File: src/hw/rtl/utf8vc_pkg.sv
`default_nettype none

package utf8vc_pkg;

   // Counter width used when the top level is not told otherwise.
   localparam int CNT_BITS_DEFAULT = 32;

   // Width of every count and offset field as it leaves the block.
   localparam int FIELD_W = 32;

   // Result data: string_valid, char_count, end_offset, padded to whole bytes.
   localparam int RSP_DATA_W = 72;

   // Register indexes on the configuration channel.
   localparam logic CSR_LIMIT_ENABLE = 1'b0;
   localparam logic CSR_BYTE_LIMIT   = 1'b1;

   typedef struct packed {
      logic       first_byte;
      logic [7:0] data_byte;
   } in_item_type;

   typedef struct packed {
      logic               limit_enable;
      logic [FIELD_W-1:0] byte_limit;
   } cfg_type;

   typedef struct packed {
      logic               string_valid;
      logic [FIELD_W-1:0] char_count;
      logic [FIELD_W-1:0] end_offset;
      logic               limit_hit;
   } result_type;

   // Character length announced by a lead byte.
   function automatic logic [2:0] lead_len(input logic [7:0] b);
      logic [2:0] len;
      if (b < 8'hC0) begin
         len = 3'd1;
      end else if (b < 8'hE0) begin
         len = 3'd2;
      end else if (b < 8'hF0) begin
         len = 3'd3;
      end else if (b < 8'hF8) begin
         len = 3'd4;
      end else if (b < 8'hFC) begin
         len = 3'd5;
      end else if (b < 8'hFE) begin
         len = 3'd6;
      end else begin
         len = 3'd1;
      end
      return len;
   endfunction

   function automatic logic is_cont(input logic [7:0] b);
      return (b >= 8'h80) && (b <= 8'hBF);
   endfunction

   // Checks a character of one to four bytes; bytes past its length are ignored.
   function automatic logic char_valid(input logic [2:0] len, input logic [7:0] ld,
                                       input logic [7:0] b2, input logic [7:0] b3,
                                       input logic [7:0] b4);
      logic ok;
      ok = 1'b1;
      if (ld > 8'hF4) ok = 1'b0;
      if ((ld >= 8'h80) && (ld < 8'hC2)) ok = 1'b0;
      if ((len >= 3'd2) && !is_cont(b2)) ok = 1'b0;
      if ((len >= 3'd3) && !is_cont(b3)) ok = 1'b0;
      if (len == 3'd4) begin
         if (!is_cont(b4)) ok = 1'b0;
         // Plane-final noncharacters nFFFE and nFFFF.
         if (((b4 == 8'hBE) || (b4 == 8'hBF)) && (b3 == 8'hBF) && (b2[3:0] == 4'hF)) ok = 1'b0;
      end
      if (len >= 3'd2) begin
         if ((ld == 8'hE0) && (b2 < 8'hA0)) ok = 1'b0;
         if ((ld == 8'hED) && (b2 > 8'h9F)) ok = 1'b0;
         if ((ld == 8'hEF) && (len == 3'd3)) begin
            if ((b2 == 8'hB7) && (b3 >= 8'h90) && (b3 <= 8'hAF)) ok = 1'b0;
            if ((b2 == 8'hBF) && ((b3 == 8'hBE) || (b3 == 8'hBF))) ok = 1'b0;
         end
         if ((ld == 8'hF0) && (b2 < 8'h90)) ok = 1'b0;
         if ((ld == 8'hF4) && (b2 > 8'h8F)) ok = 1'b0;
      end
      return ok;
   endfunction

endpackage

`default_nettype wire

File: src/hw/rtl/utf8vc_in_stage.sv
`default_nettype none

module utf8vc_in_stage
   import utf8vc_pkg::*;
(
   input  wire logic        clock,
   input  wire logic        reset,
   input  wire logic        req_tvalid,
   output      logic        req_tready,
   input  wire logic [7:0]  req_tdata,
   input  wire logic        req_tuser,
   input  wire logic        advance,
   output      logic        item_valid,
   output      in_item_type item
);

   logic        valid_ff;
   logic        valid_in;
   in_item_type item_ff;
   logic        accept;

   assign req_tready = !valid_ff || advance;
   assign accept     = req_tvalid && req_tready;

   always_comb begin
      if (accept) begin
         valid_in = 1'b1;
      end else if (advance) begin
         valid_in = 1'b0;
      end else begin
         valid_in = valid_ff;
      end
   end

   always_ff @(posedge clock) begin
      if (reset) begin
         valid_ff <= 1'b0;
      end else begin
         valid_ff <= valid_in;
      end
   end

   always_ff @(posedge clock) begin
      if (accept) begin
         item_ff.first_byte <= req_tuser;
         item_ff.data_byte  <= req_tdata;
      end
   end

   assign item_valid = valid_ff;
   assign item       = item_ff;

endmodule

`default_nettype wire

File: src/hw/rtl/utf8vc_scan.sv
`default_nettype none

module utf8vc_scan
   import utf8vc_pkg::*;
#(
   parameter int COUNTER_BITS = CNT_BITS_DEFAULT
)(
   input  wire logic        clock,
   input  wire logic        reset,
   input  wire logic        step,
   input  wire in_item_type item,
   input  wire cfg_type     cfg,
   output      logic        res_valid,
   output      result_type  res
);

   localparam int CW = (COUNTER_BITS >= FIELD_W) ? FIELD_W : COUNTER_BITS;
   localparam logic [CW-1:0] CMAX = '1;

   function automatic logic [CW-1:0] sat_inc(input logic [CW-1:0] v);
      return (v == CMAX) ? v : v + CW'(1);
   endfunction

   logic [2:0]    pending_ff, pending_in, c_pending;
   logic [2:0]    len_ff, len_in, c_len;
   logic [7:0]    lead_ff, lead_in, c_lead;
   logic [7:0]    b2_ff, b2_in, c_b2;
   logic [7:0]    b3_ff, b3_in, c_b3;
   logic          char_ok_ff, char_ok_in, c_char_ok;
   logic          all_ok_ff, all_ok_in, c_all_ok;
   logic          stopped_ff, stopped_in, c_stopped;
   logic [CW-1:0] offset_ff, offset_in, c_offset;
   logic [CW-1:0] start_ff, start_in, c_start;
   logic [CW-1:0] count_ff, count_in, c_count;
   logic [CW-1:0] bad_ff, bad_in, c_bad;

   logic [7:0]    b;
   logic [2:0]    pos;
   logic [2:0]    new_len;
   logic [7:0]    nb2, nb3;
   logic          done_ok;
   logic          fin;
   logic [CW-1:0] fin_start;
   logic          over_limit;
   logic [FIELD_W-1:0] report_offset;

   always_comb begin
      // A first byte starts from the cleared string state.
      if (item.first_byte) begin
         c_pending = '0;
         c_len     = '0;
         c_lead    = '0;
         c_b2      = '0;
         c_b3      = '0;
         c_char_ok = 1'b1;
         c_all_ok  = 1'b1;
         c_stopped = 1'b0;
         c_offset  = '0;
         c_start   = '0;
         c_count   = '0;
         c_bad     = '0;
      end else begin
         c_pending = pending_ff;
         c_len     = len_ff;
         c_lead    = lead_ff;
         c_b2      = b2_ff;
         c_b3      = b3_ff;
         c_char_ok = char_ok_ff;
         c_all_ok  = all_ok_ff;
         c_stopped = stopped_ff;
         c_offset  = offset_ff;
         c_start   = start_ff;
         c_count   = count_ff;
         c_bad     = bad_ff;
      end
   end

   assign b             = item.data_byte;
   assign pos           = c_len - c_pending;
   assign nb2           = (pos == 3'd1) ? b : c_b2;
   assign nb3           = (pos == 3'd2) ? b : c_b3;
   assign new_len       = lead_len(b);
   assign over_limit    = ({1'b0, FIELD_W'(c_offset)} + (FIELD_W + 1)'(new_len))
                          >= {1'b0, cfg.byte_limit};
   assign report_offset = FIELD_W'(c_all_ok ? c_offset : c_bad);

   always_comb begin
      pending_in = c_pending;
      len_in     = c_len;
      lead_in    = c_lead;
      b2_in      = c_b2;
      b3_in      = c_b3;
      char_ok_in = c_char_ok;
      stopped_in = c_stopped;
      offset_in  = c_offset;
      start_in   = c_start;
      res_valid  = 1'b0;
      res        = '0;
      fin        = 1'b0;
      done_ok    = 1'b1;
      fin_start  = c_start;

      if (!c_stopped) begin
         if (c_pending != 3'd0) begin
            // Continuation byte of the current character.
            b2_in      = nb2;
            b3_in      = nb3;
            pending_in = c_pending - 3'd1;
            offset_in  = sat_inc(c_offset);
            if (c_pending == 3'd1) begin
               fin     = 1'b1;
               done_ok = c_char_ok && (c_len <= 3'd4) && char_valid(c_len, c_lead, nb2, nb3, b);
            end
         end else if (cfg.limit_enable &&
                      ((cfg.byte_limit == '0) || ((b != 8'h00) && over_limit))) begin
            // The next character would not fit inside the byte limit.
            res_valid        = step;
            res.string_valid = 1'b0;
            res.char_count   = FIELD_W'(c_count);
            res.end_offset   = report_offset;
            res.limit_hit    = 1'b1;
            stopped_in       = 1'b1;
         end else if (b == 8'h00) begin
            // Terminator in lead position.
            res_valid        = step;
            res.string_valid = c_all_ok;
            res.char_count   = FIELD_W'(c_count);
            res.end_offset   = report_offset;
            res.limit_hit    = 1'b0;
            stopped_in       = 1'b1;
         end else begin
            start_in   = c_offset;
            fin_start  = c_offset;
            lead_in    = b;
            len_in     = new_len;
            char_ok_in = (new_len <= 3'd4);
            offset_in  = sat_inc(c_offset);
            if (new_len == 3'd1) begin
               fin     = 1'b1;
               done_ok = char_valid(3'd1, b, 8'h00, 8'h00, 8'h00);
            end else begin
               pending_in = new_len - 3'd1;
            end
         end
      end
   end

   // Closing a character bumps the count and records the first bad start.
   always_comb begin
      count_in  = c_count;
      all_ok_in = c_all_ok;
      bad_in    = c_bad;
      if (fin) begin
         count_in = sat_inc(c_count);
         if (!done_ok && c_all_ok) begin
            bad_in    = fin_start;
            all_ok_in = 1'b0;
         end
      end
   end

   always_ff @(posedge clock) begin
      if (reset) begin
         pending_ff <= '0;
         len_ff     <= '0;
         lead_ff    <= '0;
         b2_ff      <= '0;
         b3_ff      <= '0;
         char_ok_ff <= 1'b1;
         all_ok_ff  <= 1'b1;
         stopped_ff <= 1'b0;
         offset_ff  <= '0;
         start_ff   <= '0;
         count_ff   <= '0;
         bad_ff     <= '0;
      end else if (step) begin
         pending_ff <= pending_in;
         len_ff     <= len_in;
         lead_ff    <= lead_in;
         b2_ff      <= b2_in;
         b3_ff      <= b3_in;
         char_ok_ff <= char_ok_in;
         all_ok_ff  <= all_ok_in;
         stopped_ff <= stopped_in;
         offset_ff  <= offset_in;
         start_ff   <= start_in;
         count_ff   <= count_in;
         bad_ff     <= bad_in;
      end
   end

endmodule

`default_nettype wire

File: src/hw/rtl/utf8vc_out_stage.sv
`default_nettype none

module utf8vc_out_stage
   import utf8vc_pkg::*;
(
   input  wire logic                  clock,
   input  wire logic                  reset,
   input  wire logic                  load,
   input  wire result_type            res,
   output      logic                  free,
   output      logic                  rsp_tvalid,
   input  wire logic                  rsp_tready,
   output      logic [RSP_DATA_W-1:0] rsp_tdata,
   output      logic                  rsp_tuser
);

   logic       valid_ff;
   logic       valid_in;
   result_type res_ff;

   // The register can take a new result when empty or when it drains now.
   assign free = !valid_ff || rsp_tready;

   always_comb begin
      if (load) begin
         valid_in = 1'b1;
      end else if (rsp_tready) begin
         valid_in = 1'b0;
      end else begin
         valid_in = valid_ff;
      end
   end

   always_ff @(posedge clock) begin
      if (reset) begin
         valid_ff <= 1'b0;
      end else begin
         valid_ff <= valid_in;
      end
   end

   always_ff @(posedge clock) begin
      if (load) begin
         res_ff <= res;
      end
   end

   assign rsp_tvalid = valid_ff;
   assign rsp_tdata  = RSP_DATA_W'({res_ff.end_offset, res_ff.char_count, res_ff.string_valid});
   assign rsp_tuser  = res_ff.limit_hit;

endmodule

`default_nettype wire

File: src/hw/rtl/utf8_validate_and_count_top.sv
// UTF-8 string validator and character counter.
//
// Bytes of a string arrive on the req_ channel, one per transaction, with
// req_tuser set on the first byte of a new string. The block checks every
// character, counts characters and tracks the start of the first bad one.
// A zero byte in lead position ends the string; when the byte limit is
// enabled, a character that would not fit ends it early. Each end gives one
// transaction on the rsp_ channel; all other bytes give none.
// The csr_ channel writes limit_enable (index 0) and byte_limit (index 1);
// it is always ready and should only be used while the block is idle.
// A terminating byte is held in the input register, scanned combinationally,
// and its result is captured in the result register that drives rsp_tvalid.
// Throughput is one byte per cycle while the result register is free (empty or
// draining); the string state is updated between the input and result registers.
// Reset clears both registers, the string state and the configuration.
// When the receiver stalls, the result holds in its register; the input
// register takes one more byte and then req_tready stays low until the
// receiver takes the waiting result.
`default_nettype none

module utf8_validate_and_count_top
   import utf8vc_pkg::*;
#(
   parameter int COUNTER_BITS = CNT_BITS_DEFAULT
)(
   input  wire logic                  clock,
   input  wire logic                  reset,
   // Byte input.
   input  wire logic                  req_tvalid,
   output      logic                  req_tready,
   input  wire logic [7:0]            req_tdata,   // data_byte
   input  wire logic                  req_tuser,   // first_byte
   // Result output.
   output      logic                  rsp_tvalid,
   input  wire logic                  rsp_tready,
   output      logic [RSP_DATA_W-1:0] rsp_tdata,   // string_valid, char_count, end_offset
   output      logic                  rsp_tuser,   // limit_hit
   // Configuration writes.
   input  wire logic                  csr_valid,
   output      logic                  csr_ready,
   input  wire logic                  csr_index,
   input  wire logic [FIELD_W-1:0]    csr_wdata
);

   in_item_type item;
   logic        item_valid;
   logic        advance;
   logic        out_free;
   logic        res_valid;
   result_type  res;
   cfg_type     cfg_ff;
   cfg_type     cfg_in;

   // A held byte moves on whenever the result register can take what it makes.
   assign advance = item_valid && out_free;

   // Configuration registers; writes are never refused.
   assign csr_ready = 1'b1;

   always_comb begin
      cfg_in = cfg_ff;
      if (csr_valid) begin
         case (csr_index)
            CSR_LIMIT_ENABLE: cfg_in.limit_enable = csr_wdata[0];
            CSR_BYTE_LIMIT:   cfg_in.byte_limit   = csr_wdata;
            default:          cfg_in = cfg_ff;
         endcase
      end
   end

   always_ff @(posedge clock) begin
      if (reset) begin
         cfg_ff <= '0;
      end else begin
         cfg_ff <= cfg_in;
      end
   end

   utf8vc_in_stage u_in_stage (
      .clock      (clock),
      .reset      (reset),
      .req_tvalid (req_tvalid),
      .req_tready (req_tready),
      .req_tdata  (req_tdata),
      .req_tuser  (req_tuser),
      .advance    (advance),
      .item_valid (item_valid),
      .item       (item)
   );

   utf8vc_scan #(
      .COUNTER_BITS (COUNTER_BITS)
   ) u_scan (
      .clock     (clock),
      .reset     (reset),
      .step      (advance),
      .item      (item),
      .cfg       (cfg_ff),
      .res_valid (res_valid),
      .res       (res)
   );

   utf8vc_out_stage u_out_stage (
      .clock      (clock),
      .reset      (reset),
      .load       (res_valid),
      .res        (res),
      .free       (out_free),
      .rsp_tvalid (rsp_tvalid),
      .rsp_tready (rsp_tready),
      .rsp_tdata  (rsp_tdata),
      .rsp_tuser  (rsp_tuser)
   );

endmodule

`default_nettype wire

File: config.mk
export PLATFORM = sky130hd
export DESIGN_NAME = utf8_validate_and_count_top
export DESIGN_NICKNAME = d
export VERILOG_FILES = /design/src/hw/rtl/utf8vc_pkg.sv /design/src/hw/rtl/utf8vc_in_stage.sv /design/src/hw/rtl/utf8vc_scan.sv /design/src/hw/rtl/utf8vc_out_stage.sv /design/src/hw/rtl/utf8_validate_and_count_top.sv
export SDC_FILE = /design/constraint.sdc
export NUM_CORES = 1
export LEC_CHECK = 0
export BUFFER_PORTS_ARGS = -buffer_cell sky130_fd_sc_hd__buf_4
export CORE_ASPECT_RATIO = 0.7
export CORE_MARGIN = 2
export CORE_UTILIZATION = 55
export DETAILED_ROUTE_END_ITERATION = 8
export GPL_ROUTABILITY_DRIVEN = 0
export PLACE_DENSITY = 0.74
export SYNTH_ARGS = -nofsm -noshare
export SYNTH_HDL_FRONTEND = slang
export SYNTH_SLANG_ARGS = --single-unit
export TNS_END_PERCENT = 30
File: constraint.sdc
create_clock -name clock -period 11.7 [get_ports clock]
set_clock_uncertainty 0.2 [all_clocks]
set_input_delay 0.585 -clock clock [delete_from_list [all_inputs] [get_ports clock]]
set_output_delay 0.585 -clock clock [all_outputs]
set_load 0.1 [all_outputs]
### Yosys cells after proc, flatten, opt, wreduce, memory -nomap -nowiden

Index checks and enable logic that the tools add are counted.

* RAM bits: 0
* bits in latches: 0
* input bits: 47
* logic and storage cells: 225
* register bits: 271
* bits in read-only memories: 0
* memories kept: 0
* output and inout port bits: 76

* muxes and demuxes: 103
* divide/modulo/power cells: 0
* equality and inequality tests: 20
* bitwise gates (word level): 2
* add/sub/neg operators: 6
* reduce and logical (&&, ||, !) cells: 44
* $lt $le $gt $ge: 28
* multipliers: 0
* shift-type cells: 0

Operators with widths (count)
* 32-bit 2-to-1 mux: 18
* 65-bit 2-to-1 mux: 2
* 8-bit 2-to-1 mux: 13
* 8-bit == test, second input constant: 11
* 8-bit less-than comparator, second input constant: 10
* 32-bit by 1-bit adder with 32-bit output, second input constant: 2
* 32-bit == test, second input constant: 2
* 1-bit 2-to-1 mux: 53
* 3-bit 2-to-1 mux: 17
* 8-bit greater-or-equal comparator, second input constant: 5
* 32-bit by 3-bit adder with 33-bit output: 1
* 33-bit by 32-bit greater-or-equal comparator with 1-bit output: 1
* 8-bit > comparator, second input constant: 4
* 8-bit less-or-equal comparator, second input constant: 4
* 32-bit zero test: 1
* 1-bit logical AND: 24
* 3-bit by 1-bit == test with 1-bit output, second input constant: 3
* 8-bit zero test: 1
* 8-bit nonzero test: 1
* 3-bit by 2-bit == test with 1-bit output, second input constant: 2
* 3-bit by 2-bit greater-or-equal comparator with 1-bit output, second input constant: 2
* 3-bit less-or-equal comparator, second input constant: 2
* 3-bit by 1-bit subtractor with 3-bit output, second input constant: 2
* 1-bit zero test: 5
* 10 further kinds: 17

### Depth between registers and ports, before layout

Gate-level depths: netlist of the first run.

* word-level depth: 32
* mapped depth: 30
* gate-level depth less buffers: 23

### By module

Synthesis of the first run repeated with hierarchy kept, for this count alone.

* cells, all modules: 1660
* area, all modules: 14995.6 µm²

By module, submodules not included
* utf8vc_scan: area an instance 11005.6 µm², seq. area each 3223.1 µm², times used 1, cells an instance 1414
* utf8vc_out_stage: area an instance 2084.5 µm², seq. area each 2001.9 µm², times used 1, cells an instance 78
* utf8_validate_and_count_top: area an instance 1580.3 µm², seq. area each 660.6 µm², times used 1, cells an instance 154
* utf8vc_in_stage: area an instance 325.3 µm², seq. area each 290.3 µm², times used 1, cells an instance 14

### Worst setup path after synthesis of the first run

No wires, ideal clock.

* path kind: flip-flop to flip-flop
* start: register u_in_stage.item_ff, in the netlist u_in_stage.item[8]
* end: register u_out_stage.res_ff, in the netlist u_out_stage.rsp_tdata[0], enable pin
* arrival time: 8319 ps
* stages on the path, launching flop included: 26
* data required time: 11009 ps
* period minus slack after synthesis: 9010 ps
* path slack: 2690 ps
* library setup time: 491 ps
* buffers on the path: 8
* cells stage by stage: edfxtp_1 > clkbuf_1 > clkbuf_1 > buf_2 > buf_2 > clkbuf_1 > clkbuf_1 > nor2b_1 > ha_1 > a21oi_1 > nor2_1 > nand2_1 > nor2_1 > nand2_1 > or3_1 > a21oi_1 > ha_1 > nand4_1 > or4_1 > nor4_1 > a211oi_2 > o21ai_2 > o21ai_0 > clkbuf_1 > clkbuf_1 > nor2_1

* cells in the longest elaborated chain, start to end: 9
* elaborated cells between the ends (all ways): 12
* those cells by class: add/sub: 1; order compare: 1; mux: 6; reduce/logical: 4

Ends and longest elaborated chain
* start, declared: line utf8vc_in_stage.sv:19 `in_item_type item_ff;`
* 32-bit 2-to-1 mux: line utf8vc_scan.sv:49 `if (item.first_byte) begin`
* 32-bit by 3-bit adder with 33-bit output: line utf8vc_scan.sv:83 `assign over_limit = ({1'b0, FIELD_W'(c_offset)} + (FIELD_W + 1)'(new_len))`
* 33-bit by 32-bit greater-or-equal comparator with 1-bit output: line utf8vc_scan.sv:84 `>= {1'b0, cfg.byte_limit};`
* 1-bit logical AND: line utf8vc_scan.sv:115 `((cfg.byte_limit == '0) || ((b != 8'h00) && over_limit))) begin`
* 1-bit logical OR: line utf8vc_scan.sv:115
* 1-bit logical AND: line utf8vc_scan.sv:114 `end else if (cfg.limit_enable &&`
* 1-bit 2-to-1 mux: line utf8vc_scan.sv:114
* 1-bit 2-to-1 mux: line utf8vc_scan.sv:104 `if (c_pending != 3'd0) begin`
* 1-bit 2-to-1 mux (*): line utf8vc_scan.sv:103 `if (!c_stopped) begin`
* named net res_valid: line utf8_validate_and_count_top.sv:49 `logic res_valid;`
* end signal, assigned: line utf8vc_out_stage.sv:44 `res_ff <= res;`
* end, declared: line utf8vc_out_stage.sv:19 `result_type res_ff;`

Mark *: on every way through the listed nets, which the timed path passes. The rest lies on a longest branch.
A chain may end at the register's enable or synchronous reset.

### Worst setup path in the final report of the first run

* start: register u_in_stage.item_ff, in the netlist u_in_stage.item[8]
* end: register u_scan.start_ff[7]

* cells in the longest elaborated chain, start to end: 9
* elaborated cells between the ends (all ways): 14
* those cells by class: add/sub: 1; order compare: 1; mux: 8; reduce/logical: 4

Ends and longest elaborated chain
* 32-bit 2-to-1 mux: line utf8vc_scan.sv:49
* 32-bit by 3-bit adder with 33-bit output: line utf8vc_scan.sv:83
* 33-bit by 32-bit greater-or-equal comparator with 1-bit output: line utf8vc_scan.sv:84
* 1-bit logical AND: line utf8vc_scan.sv:115
* 1-bit logical OR: line utf8vc_scan.sv:115
* 1-bit logical AND: line utf8vc_scan.sv:114
* 32-bit 2-to-1 mux: line utf8vc_scan.sv:114
* 32-bit 2-to-1 mux: line utf8vc_scan.sv:104
* 32-bit 2-to-1 mux (*): line utf8vc_scan.sv:103
* end signal, assigned: line utf8vc_scan.sv:186 `start_ff <= start_in;`
* end, declared: line utf8vc_scan.sv:33 `logic [CW-1:0] start_ff, start_in, c_start;`

Every way passes the cells marked *; elsewhere a longest branch is shown, timed or not.

==> results of run 1 <==
==> synth_stat cells, drive strengths merged, types with 6 or more instances <==
cell	instances
a211o	12
a211oi	7
a21o	12
a21oi	88
a22o	36
a22oi	26
a32o	6
and2	13
and3	48
buf	39
clkbuf	79
dfxtp	196
edfxtp	75
ha	44
inv	60
mux2i	65
nand2	198
nand2b	7
nand3	33
nand4	44
nor2	164
nor2b	24
nor3	25
nor4	30
o211ai	18
o21a	7
o21ai	36
o2bb2ai	32
o311ai	6
or2	11
or3	9
xnor2	47
xor2	21
==> worst max-delay path by stage <==
stage / startpoint / to / slack, ns / cells past startpoint
3_3_place_gp: u_in_stage.item[8] / u_scan.start_ff[8] / 4.74 / 23
3_5_place_dp: u_in_stage.item[8] / u_scan.start_ff[14] / 4.42 / 23
5_1_grt: u_in_stage.item[8] / u_scan.start_ff[7] / 3.65 / 23
2_1_floorplan: u_in_stage.item[8] / u_out_stage.rsp_tdata[0] / 2.69 / 25
6_report: u_in_stage.item[8] / u_scan.start_ff[7] / 4.26 / 23
4_1_cts: u_in_stage.item[8] / u_scan.start_ff[7] / 4.34 / 23
==> critical path, stage by stage, from the launching register on <==
cell and delay [ns]:
edfxtp_1 0.84, buf_4 0.60, nor2b_1 0.22, ha_1 0.35, a21o_1 0.14, a21oi_1 0.14
nor2_1 0.23, nand2_1 0.17, nor2_1 0.29, nand2_1 0.21, or3_1 0.36, a21oi_1 0.18
ha_1 0.17, nand4_1 0.16, or4_1 0.56, nor4_1 0.25, a211oi_2 0.13, o21ai_2 0.18
or4_2 0.14, buf_4 0.47, a21o_1 0.36, and2_1 0.37, buf_4 0.37, a22o_1 0.19
==> routing by layer <==
metal | wire (um) | vias to the layer above
li1 | - | 5875
met1 | 17450 | 5886
met2 | 16780 | 487
met3 | 2649 | 82
met4 | 906 | 0
met5 | 0 | -
==> cells by family after synthesis <==
group / after synthesis
AOI/OAI and AO/OA: 332
xor gates and xnor gates: 68
adders and majority gates: 46
buffers and inverters: 178
DFF: 271
muxes: 68
other: 2
and+or+nand+nor: 637
==> repair_timing <==
| item | 4_1_cts | 5_1_grt |
|---|---|---|
| setup endpoints to repair | 0 | 0 |
| endpoints found under the hold margin | 6 | 0 |
| hold buffers | 6 | 0 |
| buffers inserted | 0 | 0 |
==> per-stage QoR <==
stage | setup WS (ns) | utilization | area (um2)
final | 4.262 | 0.6304 | 16230
after global routing | 3.654 | 0.6304 | 16230
after global placement | 4.737 | 0.5966 | 15360
after CTS | 4.341 | 0.6304 | 16230
after detailed placement | 4.418 | 0.5966 | 15360
after floorplan | 2.690 | - | 14490
==> power groups by stage <==
stage	Clock (mW)	Combinational [mW]	Sequential (mW)
global route	0.864	0.206	0.991
global placement	0	0.182	1.01
CTS	0.828	0.189	0.989
detailed placement	0	0.186	1.01
floorplan	0	0.137	1.01
finish	0.815	0.190	0.990
==> final cells by class <==
cell class,instances,area (um2)
Fill cell,2203,9517
Multi-Input combinational cell,1159,7571
Sequential cell,271,6177
Timing Repair Buffer,136,1036
Clock buffer,35,715.7
Tap cell,331,414.1
Inverter,60,225.2
Clock inverter,12,93.84
==> flip-flops by register name, indices dropped and copies added, names as in the netlist, 3 cells and up <==
register	count
cfg_ff	33
u_in_stage.item	9
u_out_stage.rsp_tdata	65
u_scan.b2_ff	8
u_scan.b3_ff	8
u_scan.bad_ff	32
u_scan.count_ff	32
u_scan.lead_ff	8
u_scan.len_ff	3
u_scan.offset_ff	32
u_scan.pending_ff	3
u_scan.start_ff	32
==> flow_summary.json, run 1 <==
{
  "worstHoldPathType": "input port to flop",
  "cts_inserted_buffers": 26,
  "grt_pass1_vias": 11720,
  "drive_gt1_frac": 0.1315,
  "path_clk_slew_ns": 0.07,
  "grt_overflow": 0,
  "p_int_mw": 1.483,
  "yosys.area.top_type": "dfxtp_1",
  "grt_max_degree": 77,
  "reg2regPathDepth": 23,
  "synthArstFlopShare": 0,
  "yosysWarnings": 0,
  "cts-resized-gates": 0,
  "power.leakage_nw": 5.889,
  "r2r-start": "u_in_stage.item[8]",
  "wl_per_cell_um": 18.86,
  "num_io_pins": 123,
  "fin_tns_setup_ns": 0,
  "rsz0062_at_grt": "false",
  "worstReg2RegEnd": "u_scan.start_ff[7]",
  "synth_fa_ha_area_frac": 0.04081,
  "root_buffer": "clkbuf_16",
  "synth_top_family_by_area": "simple AND/OR/NAND/NOR gates",
  "slew_viol_final": 0,
  "period_share": 0.6357,
  "htreeDepth": 1,
  "synth-seq-cells": 271,
  "place_inst": 1951,
  "layout_commonest_cell": "nand2_1",
  "grt_pass1_wl_um": 61280,
  "dp.final_hpwl_um": 26590,
  "synth_area_leaders": "dfxtp_1, edfxtp_1, nand2_1, mux2i_1, nor2_1",
  "power.total_mw": 1.995,
  "cts_tree": "done",
  "timing.hold.ws_ns": 0.01805,
  "synthCells": 1602,
  "syn_area_um2": 14470,
  "synthToLayoutAreaGrowth_pct": 12.17,
  "clock_power_share": 0.408,
  "grtUsageMet3": 0.04750,
  "core_area_um2": 25750,
  "clock_sinks": 271,
  "synthMuxAreaShare": 0.04729,
  "ant_nets": 0,
  "antenna_found_initial": 0,
  "cp-end-kind": "flop",
  "busiest_layer": "met2",
  "num_rows": 49,
  "synth_flop_cell": "dfxtp_1",
  "synth_compound_area_frac": 0.1755,
  "drtIter0Drc": 1131,
  "route.detailed.drc": 0,
  "clk_path_buf_depth": 3,
  "setup_viol": 0,
  "max-cap-violations": 0,
  "path_max_fanout": 50,
  "grt_usage": 0.2704,
  "nets": 1747,
  "p_sw_mw": 0.5117,
  "worstMarginPinSlew_ns": 1.116,
  "swShare": 0.2565,
  "min_to": "u_in_stage.item[3]",
  "comb_power_share": 0.095,
  "slew-limit-headroom": 0.2545,
  "die_h_um": 139.7,
  "hold_viol": 0,
  "grtUsageMet2": 0.4196,
  "firstDrtPassIters": 7,
  "pwr-share-seq": 0.496,
  "r2r_setup_slack_ns": 4.26,
  "fin_cells": 2004,
  "outcome": "finished, final reports clean",
  "startpoint_type": "flop",
  "clk_latency_ns": 0.55,
  "worstPathRequired_ns": 11.98,
  "vias": 12330,
  "antenna_cells": 0,
  "fp.dieArea_um2": 27650,
  "viasPerCell": 6.153,
  "synth.avg_cell_area_um2": 9.033,
  "arrival_ns": 7.72,
  "synth-simple-area-share": 0.2139,
  "period_needed_ns": 7.438,
  "synth-seq-area-share": 0.4268,
  "ir_drop_uv": 111.3,
  "worstSetupPathType": "flop to flop",
  "powerDensity_nw_per_um2": 122.9,
  "fmax_mhz": 134.5,
  "ys_types": 84,
  "routed_wl_um": 37790,
  "met1_usage": 0.3896,
  "yosys.area_share.xor_xnor": 0.04219,
  "holdPathStages": 1,
  "io_buffers": 114,
  "start_util": 0.5620,
  "mostFrequentLayoutCells": "nand2_1, dfxtp_1, nor2_1, buf_4, a21oi_1",
  "die_w_um": 197.9,
  "synth-edff-count": 75,
  "min-delay-start": "req_tdata[3]",
  "synth_top_area_frac": 0.2711
}
No activity file was read; power rests on OpenSTA's default activity.
==> run 2: changes to the inputs <==
- ABC_AREA: unset -> 1
- clock period: 11.7 -> 7.8 ns (I/O delays scaled with it)
==> run 2 against run 1 <==
Net effect: synthesized area up 20%; sequential cell count unchanged; largest power group unchanged; wire length up 42%; critical endpoint is now u_out_stage.rsp_tdata[39]; setup slack worse by 3.3 ns; power up 69%; cell count up 53%; maximum frequency up 8.1%; register-to-register slack worse by 3.3 ns; synthesized cell count up 59%.
==> flow_summary.json, run 2 <==
{
  "yosys-top-cells-count": "nand2_1, inv_1, nor2_1",
  "synth-seq-area-share": 0.3543,
  "clk_path_buf_depth": 3,
  "antenna_found_initial": 0,
  "hold_viol": 0,
  "worstSetupPathType": "flop to flop",
  "synth_most_common_cell": "nand2_1",
  "crit_buf_inv": 7,
  "largest_reg_flops": 65,
  "synth_top_area_frac": 0.2251,
  "io_buffers": 114,
  "met3_length_um": 6625,
  "yosys.area.top_type": "dfxtp_1",
  "grt_overflow": 0,
  "synth-edff-count": 75,
  "pwr-share-seq": 0.450,
  "grt_max_degree": 85,
  "outcome": "finished, final reports clean",
  "cts_inserted_buffers": 27,
  "ant_nets": 0,
  "num_rows": 54,
  "num_io_pins": 123,
  "multi_input_area_um2": 9082,
  "period_share": 0.8823,
  "arrival_ns": 6.88,
  "worstHoldPathType": "input port to flop",
  "die_w_um": 216.8,
  "fp.dieArea_um2": 33160,
  "route.detailed.drc": 0,
  "start_util": 0.5597,
  "path_max_fanout": 49,
  "antenna_cells": 0,
  "wl_met1_um": 23760,
  "powerDensity_nw_per_um2": 171.3,
  "ys_types": 56,
  "routed_wl_um": 53590,
  "clock_sinks": 271,
  "max-cap-violations": 0,
  "vias": 17840,
  "worst_path_largest_cell_delay_ns": 0.62,
  "post_cts_buffers": 0,
  "htreeDepth": 1,
  "p_sw_mw": 0.9855,
  "power.leakage_nw": 7.435,
  "synth_area_leaders": "dfxtp_1, edfxtp_1, nand2_1, inv_1, nand3_1",
  "synth-seq-cells": 271,
  "critPathTopFamily": "simple AND/OR/NAND/NOR gates",
  "period_needed_ns": 6.882,
  "slew_viol_final": 0,
  "layout_commonest_cell": "nand2_1",
  "synthArstFlopShare": 0,
  "viasPerCell": 5.823,
  "comb_power_share": 0.160,
  "drive_gt1_frac": 0.1143,
  "clk_latency_ns": 0.56,
  "clock_power_share": 0.390,
  "firstDrtPassIters": 6,
  "synthToLayoutAreaGrowth_pct": 12.61,
  "grt_pass1_wl_um": 85550,
  "cts_tree": "done",
  "seqCellArea_um2": 6176,
  "grt_usage": 0.3188,
  "syn_area_um2": 17430,
  "grt_pass1_vias": 16320,
  "cp-end-kind": "flop",
  "core_area_um2": 31150,
  "fin_util": 0.6302,
  "fin_tns_setup_ns": 0,
  "worstPathRequired_ns": 7.79,
  "synthCells": 2552,
  "die_h_um": 153.0,
  "yosysWarnings": 0,
  "ir_drop_uv": 187.9,
  "nets": 2716,
  "n_fill_cell": 2852,
  "worstMarginPinSlew_ns": 1.118,
  "slew-limit-headroom": 0.2528,
  "startpoint_type": "flop",
  "fmax_mhz": 145.3,
  "setup_viol": 0,
  "crit_path_top_delay_cell": "edfxtp_1",
  "swShare": 0.2930,
  "dp.final_hpwl_um": 36150,
  "path_clk_slew_ns": 0.06,
  "met2_length_um": 21840,
  "routed.top_layer": "met4",
  "p_int_mw": 2.378,
  "rsz0062_at_grt": "false",
  "synth_flop_cell": "dfxtp_1",
  "wl_per_cell_um": 17.50,
  "root_buffer": "clkbuf_16",
  "mostFrequentLayoutCells": "nand2_1, inv_1, nor2_1, dfxtp_1, nand3_1",
  "drtIter0Drc": 2287,
  "synth.avg_cell_area_um2": 6.831
}
-- run 2: cell types whose count changed after synthesis, moves of 27 or more --
| cell | previous run | this run |
|---|---|---|
| nor3_1 | 23 | 82 |
| a22o_1 | 36 | 0 |
| nor2_1 | 164 | 240 |
| nand4_1 | 44 | 75 |
| nand2_1 | 198 | 528 |
| a21oi_1 | 88 | 181 |
| o21ai_0 | 31 | 116 |
| nand3_1 | 33 | 193 |
| a211oi_1 | 5 | 32 |
| inv_1 | 60 | 358 |
| mux2i_1 | 65 | 0 |
| and3_1 | 48 | 1 |
-- run 2: per-layer routing --
| layer | GRT usage | vias up |
|---|---|---|
| met5 | 0 | - |
| met4 | 0.09263 | 0 |
| met3 | 0.08458 | 131 |
| met2 | 0.4470 | 988 |
| met1 | 0.4761 | 8206 |
| li1 | - | 8511 |
-- run 2: power groups by stage --
stage	logic, mW	clock network [mW]	registers [mW]
5_1_grt	0.596	1.38	1.52
4_1_cts	0.527	1.33	1.51
3_5_place_dp	0.506	0	1.54
6_report	0.537	1.31	1.51
3_3_place_gp	0.493	0	1.54
2_1_floorplan	0.395	0	1.54
-- run 2: final cells by class --
class	instances	share of cell area
clock buffers	33	0.03557
multi-input cells	1751	0.4627
clock inverters	16	0.008414
repair buffers	187	0.07814
flip-flops and latches	271	0.3146
well taps	420	0.02677
inverters	385	0.07381
-- run 2: timing repair --
item | in CTS | in global routing
hold buffers | 47 | 0
resized for setup | 0 | 0
hold endpoints to repair | 43 | 0
-- run 2: cells by family after synthesis --
family                     count (synthesis)  share of synthesized area
other                                      2                  0.0004308
AOI/OAI and AO/OA                        434                     0.1440
and+or+nand+nor                         1213                     0.3152
xor gates and xnor gates                  50                    0.02512
DFF                                      271                     0.3543
adders and majority gates                 46                    0.03388
buffers and inverters                    536                     0.1270
-- run 2: worst paths after layout --
path | startpoint | to | slack [ns] | depth (start not counted)
hold / removal | csr_wdata[28] | cfg_ff[28] | 0.02 | 3
setup / recovery | u_in_stage.item[8] | u_out_stage.rsp_tdata[39] | 0.92 | 30
setup reg to reg | u_in_stage.item[8] | u_out_stage.rsp_tdata[39] | 0.92 | 30
hold reg to reg | u_scan.count_ff[2] | u_scan.count_ff[2] | 0.27 | 2
-- run 2: stage by stage --
stage / total power [mW] / setup slack (ns) / area (um2) / std cells / hold slack (ns)
2_1_floorplan: 1.932 / 0.7587 / 17460 / 2558 / 0.2336
3_3_place_gp: 2.033 / 1.372 / 18300 / 2967 / 0.2458
6_report: 3.363 / 0.9182 / 19630 / 3063 / 0.02446
3_5_place_dp: 2.048 / 1.151 / 18300 / 2967 / 0.2553
5_1_grt: 3.493 / 0.3027 / 19630 / 3063 / 0.02505
4_1_cts: 3.365 / 1.111 / 19630 / 3063 / 0.002729
-- run 2: worst min-delay path, cell delays in order --
cell and delay [ns]:
buf_4 0.08, o21ai_0 0.11, a21oi_1 0.15
